$ cat config.mk
export PLATFORM = sky130hd
export DESIGN_NAME = hlm_mul
export DESIGN_NICKNAME = d
export VERILOG_FILES = /design/src/rtl/hlm_pkg.sv /design/src/rtl/hlm_mul.sv
export SDC_FILE = /design/constraint.sdc
export NUM_CORES = 2
export LEC_CHECK = 0
export BUFFER_PORTS_ARGS = -buffer_cell sky130_fd_sc_hd__buf_2
export CORE_ASPECT_RATIO = 1.75
export CORE_MARGIN = 10
export CORE_UTILIZATION = 30
export CTS_BUF_LIST = sky130_fd_sc_hd__clkbuf_16
export CTS_CLUSTER_DIAMETER = 80
export DETAILED_ROUTE_END_ITERATION = 10
export PLACE_DENSITY = 0.45
export SLEW_MARGIN = 25
export SYNTH_ARGS = -nofsm -noshare
export SYNTH_HDL_FRONTEND = slang
export SYNTH_SLANG_ARGS = --single-unit
$ cat constraint.sdc
create_clock -name clk -period 10.04 [get_ports clk]
set_clock_uncertainty 0.1 [all_clocks]
set_input_delay 0.502 -clock clk [delete_from_list [all_inputs] [get_ports clk]]
set_output_delay 0.502 -clock clk [all_outputs]
set_load 0.03 [all_outputs]
$ cat src/rtl/hlm_pkg.sv
// ----------------------------------------------------------------------------
// hlm_pkg
// Shared widths, Gauss-point constants and corner sign tables for the
// hexahedral lumped mass unit.
// ----------------------------------------------------------------------------
package hlm_pkg;

  // Shared multiplier operand and product widths
  localparam int MUL_W  = 35;
  localparam int PROD_W = 2 * MUL_W;

  // Register index of the density register
  localparam logic REG_DENSITY = 1'b0;

  // Gauss factors 1 + g and 1 - g in Q28, g = 1/sqrt(3)
  localparam logic [63:0] GAUSS_Q28 = 64'd154981283;
  localparam logic [63:0] ONE_Q28   = 64'd268435456;
  localparam logic [63:0] FAC_P     = ONE_Q28 + GAUSS_Q28;
  localparam logic [63:0] FAC_M     = ONE_Q28 - GAUSS_Q28;

  typedef logic [29:0] coef_t;

  // Rounded product of two Gauss factors, Q28
  function automatic coef_t pair_coef(input logic f0_plus, input logic f1_plus);
    logic [63:0] f0;
    logic [63:0] f1;
    logic [63:0] t;
    f0 = f0_plus ? FAC_P : FAC_M;
    f1 = f1_plus ? FAC_P : FAC_M;
    t  = (f0 * f1 + 64'd134217728) >> 28;
    return t[29:0];
  endfunction

  // Shape function value for a match pattern (bit d set: factor 1 + g)
  function automatic coef_t shape_val(input logic [2:0] m);
    logic [63:0] t;
    logic [63:0] f2;
    logic [63:0] n;
    t  = {34'd0, pair_coef(m[0], m[1])};
    f2 = m[2] ? FAC_P : FAC_M;
    n  = (t * f2 + 64'd1073741824) >> 31;
    return n[29:0];
  endfunction

  localparam coef_t COEF_PP = pair_coef(1'b1, 1'b1);
  localparam coef_t COEF_PM = pair_coef(1'b1, 1'b0);
  localparam coef_t COEF_MM = pair_coef(1'b0, 1'b0);

  localparam coef_t N_TAB [8] = '{
    shape_val(3'd0), shape_val(3'd1), shape_val(3'd2), shape_val(3'd3),
    shape_val(3'd4), shape_val(3'd5), shape_val(3'd6), shape_val(3'd7)
  };

  // Corner sign bits {z, y, x}, 1 for the positive side
  function automatic logic [2:0] corner_pos(input logic [2:0] a);
    return {a[2], a[1], a[0] ^ a[1]};
  endfunction

endpackage

$ cat src/rtl/hlm_mul.sv
// ----------------------------------------------------------------------------
// hlm_mul
// Shared signed multiplier with a registered product.
// ----------------------------------------------------------------------------
module hlm_mul (
  input  logic                               clk,
  input  logic signed [hlm_pkg::MUL_W-1:0]   a,
  input  logic signed [hlm_pkg::MUL_W-1:0]   b,
  output logic signed [hlm_pkg::PROD_W-1:0]  p
);
  import hlm_pkg::*;

  // Register the product
  always_ff @(posedge clk) begin
    p <= a * b;
  end

endmodule

Word-level counts from Yosys, hierarchy flattened
Cells that the tools add are included.
Widths: inputs -> output; s select.
{ "totals": {"reg_bits": 70, "input_bits": 71, "output_inout_bits": 70, "elab_cells": 2} }
{ "op_classes": {"multipliers": 1} }
{ "op_table": {"columns": ["cell", "n"], "rows": [
  ["$mul 35x35->70", 1]
]} }

Longest topological paths before layout
{ "logic_depth": {"ltp_word": 1, "mapped_depth": 30, "mapped_depth_nobuf": 28} }

Worst setup path after synthesis
No wires, ideal clock.
{ "synth_path": {"kind": "input port to flip-flop", "startpoint": "in a[34] (netlist bit)", "endpoint": "reg p[68] (netlist bit)", "setup_ns": 0.123, "t_arrival_ns": 8.367, "t_required_ns": 9.817, "path_slack_ns": 1.450, "stages": 28, "path_buffers": 3, "path_cell_list": "clkbuf_1 -> clkbuf_1 -> nand2_1 -> inv_1 -> fa_1 -> fa_1 -> fa_1 -> inv_1 -> fa_1 -> inv_1 -> fa_1 -> fa_1 -> fa_1 -> inv_1 -> fa_1 -> inv_1 -> ha_1 -> buf_4 -> a21o_1 -> a21o_1 -> a21oi_1 -> o21ai_0 -> a221o_1 -> a21o_1 -> a31oi_1 -> o21a_1 -> o21ai_1 -> xor2_1"} }
{ "synth_between": {"elab_chain_len": 1} }
{ "synth_rtl": {"columns": ["item", "line_no", "text"], "rows": [
  ["start, declared", "hlm_mul.sv:7", "input logic signed [hlm_pkg::MUL_W-1:0] a,"],
  ["$mul 35x35->70", "hlm_mul.sv:15", "p <= a * b;"],
  ["end signal, assigned", "hlm_mul.sv:15", null],
  ["end, declared", "hlm_mul.sv:9", "output logic signed [hlm_pkg::PROD_W-1:0] p"]
]} }
No other way between the ends.

Worst setup path after layout
{ "layout_path": {"startpoint": "in b[20] (netlist bit)", "endpoint": "reg p[69] (netlist bit)"} }
{ "layout_between": {"elab_chain_len": 1} }
{ "layout_rtl": {"columns": ["item", "line_no", "text"], "rows": [
  ["start, declared", "hlm_mul.sv:8", "input logic signed [hlm_pkg::MUL_W-1:0] b,"],
  ["$mul 35x35->70", "hlm_mul.sv:15", null]
]} }
No other way between the ends.

==> out/summary.txt <==
CTS Buf Count -> 9
vias in the first global route -> 36.89k
synthesis-stage register bit count -> 70
Max Clock Freq -> 0.1151 GHz
largest net degree at the start of global routing -> 36
Initial Util -> 30.18%
Final GP Congestion -> 0.8749
DRT iter0 DRCs -> 1498
initial antenna violation count -> 18
max-slew violation count -> 0
CTS tree -> built
synthesized net count -> 6260
fin worst setup slack -> 1.356 ns
biggest regs -> p (70)
Num Clock Sinks -> 70
period utilization -> 86.50%
Synth cell types -> 71
Final Hold Vio Count -> 0
Max-cap violations -> 0
Setup-failing EPs final -> 0
H-tree Lvls -> 3
share of layout cells above drive strength 1 -> 5.340%
aggregate global routing overflow -> 0
DRC -> 0
sequential area share after synthesis -> 3.125%
Hold Crit Class -> input port to flip-flop
CP Data Required Time -> 10.25 ns
Reg clk slew, reported paths -> 0.08 ns
# nets final -> 6228
Slew HR -> 26.06%
Post-DP HPWL -> 134.8 mm
Worst Path Arrival -> 8.90 ns
Cells after Synth -> 4671
Tightest Pin Transition -> 1.109 ns
area of the core -> 0.1486 sq mm
Pre-antenna DRT Iters -> 5
Post-CTS Resized -> 0
Setup Buffers After CTS -> 0
critical path launch point type -> input port
max reg flops -> 70
crit path max fanout -> 20
Die Y-Extent -> 531.4 um
post-synthesis cell area -> 0.04484 sq mm
Main synth FF type -> dfxtp_1
Biggest register -> p
All-Layer GR Usage -> 19.81%
Avg Cell Area, Syn -> 9.599 sq um
fillers -> 15.68k
Rows -> 187
# hold bufs at CTS -> 0
Buffers on Ports -> 140
DR vias -> 31.17k
global-route wire length before repair -> 238.3 mm
Ys Warns -> 0
Die X -> 312.2 um
Boundary Pins -> 141
final period demand of the worst path -> 8.685 ns
antenna viol nets, final -> 0
via density per instance -> 4.696
outcome -> completed
detail-routed net length per standard cell -> 24.29 um
RSZ-0062 raised after global routing -> no
Post-synth EDFFs -> 0
Post-Route WL -> 161.2 mm
Setup Crit Path Kind -> input port to flip-flop
CTS root buffer -> clkbuf_16
Max Buffers Root-to-Sink -> 2
Async SR Flop Fraction -> 0%
Area Overhead vs Synth -> 6.647%
post-route setup TNS -> 0 ns
DP Worst Slack -> 0.9142 ns
crit end category -> flip-flop
Die Area -> 0.1659 sq mm
-- routing by layer --
metal  routed length, um  global-route usage [%]  up-vias
met4               13940                   14.72       12
met5                  80                       0        -
met2               94710                   39.68      693
met1               48530                   17.93    16956
li1                    -                       -    13161
met3                3931                   1.800      346
-- per-stage QoR --
stage | hold WS, ns | cells | area (sq um) | util, %
after floorplan | 0.5293 | 4671 | 44840 | -
after global placement | 0.8397 | 6612 | 47500 | 31.97
after detailed placement | 0.8376 | 6612 | 47500 | 31.97
after CTS | 0.6249 | 6628 | 47800 | 32.17
after global routing | 0.6810 | 6629 | 47800 | 32.17
final | 0.6760 | 6637 | 47820 | 32.19
-- final cells by class --
class,count,area (sq um),share of cell area [%]
clock buffer,9,225.2,0.4710
inverter,1159,4350,9.098
timing repair buffer,208,1224,2.559
antenna,9,22.52,0.04710
clock inverter,7,72.57,0.1518
sequential,70,1401,2.930
tap,1984,2482,5.191
multi-input combinational,3191,38040,79.55
-- layout by cell type, fill, tap and decap left out, types with 3 or more instances in the layout --
cell,count
xor2_1,25
diode_2,9
nor2_1,52
buf_2,140
fa_1,1310
o21ai_0,32
ha_1,207
o21ai_1,13
a21oi_1,75
dfxtp_1,70
clkbuf_16,9
a21o_1,38
and2_1,667
and4_1,3
nand2_1,569
and3_1,11
a211o_1,3
o21bai_1,12
inv_1,1158
a211oi_1,3
nand2b_1,15
nand3_1,7
o21ai_2,3
o21a_1,9
a31oi_1,8
o211ai_1,5
buf_4,67
xnor2_1,54
nor2b_1,5
nand4_1,16
-- logic make-up (layout without fill, tap and decap cells) --
group	count (synthesis)	in the layout	synth area share [%]
fa+ha+maj	1518	1518	64.31
simple gates	1365	1365	15.63
flops	70	70	3.125
compound gates	229	229	3.351
other cells	0	9	0
xor+xnor	79	79	1.543
buf+inv	1410	1383	12.04
-- critical path, cell delays in order --
cell and delay, ns:
buf_2 0.52, buf_4 0.47, nand2_1 0.14, fa_1 0.59
fa_1 0.56, inv_1 0.05, fa_1 0.48, fa_1 0.63
fa_1 0.45, fa_1 0.47, fa_1 0.49, inv_1 0.05
fa_1 0.65, inv_1 0.09, ha_1 0.41, a21o_1 0.24
a31oi_1 0.28, nand2_1 0.12, and3_1 0.18, o2bb2ai_1 0.22
o2111a_1 0.31, o22ai_2 0.21, o21ai_1 0.16, o41a_1 0.44
xnor2_1 0.14
-- worst paths after layout --
check / startpoint / endpoint / slack [ns] / cells past startpoint
worst max-delay path: b[20] / p[69]$_DFF_P_ / 1.36 / 25
worst min-delay path: b[0] / p[0]$_DFF_P_ / 0.68 / 3
-- Yosys cell counts, drive strengths merged (2+ instances only) --
master,number,area (sq um)
o21bai,12,90.09
o21ai,48,251.5
xor2,25,219.0
nand3b,2,15.01
and3,12,76.33
and2,667,4173
a211o,3,26.28
or2,2,12.52
a21o,39,294.0
a221oi,2,23.77
o211ai,5,37.54
fa,1311,26250
buf,19,161.4
nand2,569,2136
nor4,2,12.51
nor2b,5,31.28
nor2,53,201.5
and4,4,36.29
ha,207,2590
a21bo,2,20.02
a21oi,76,384.1
o21ba,2,20.02
a211oi,3,22.52
or3,3,20.02
o31ai,3,36.28
or4,2,15.01
a31oi,8,50.05
nand3,9,55.05
xnor2,54,473.0
nor3,2,10.01
nand4,17,112.6
inv,1159,4350
nand2b,15,93.84
o2bb2ai,2,23.77
o21a,9,67.56
a2111oi,2,30.03
clkbuf,231,877.1
a221o,2,20.02
dfxtp,70,1401
Power is left out: the tool's default activity adds up to more than one toggle a clock period on the data nets, which glitch-free logic cannot reach.
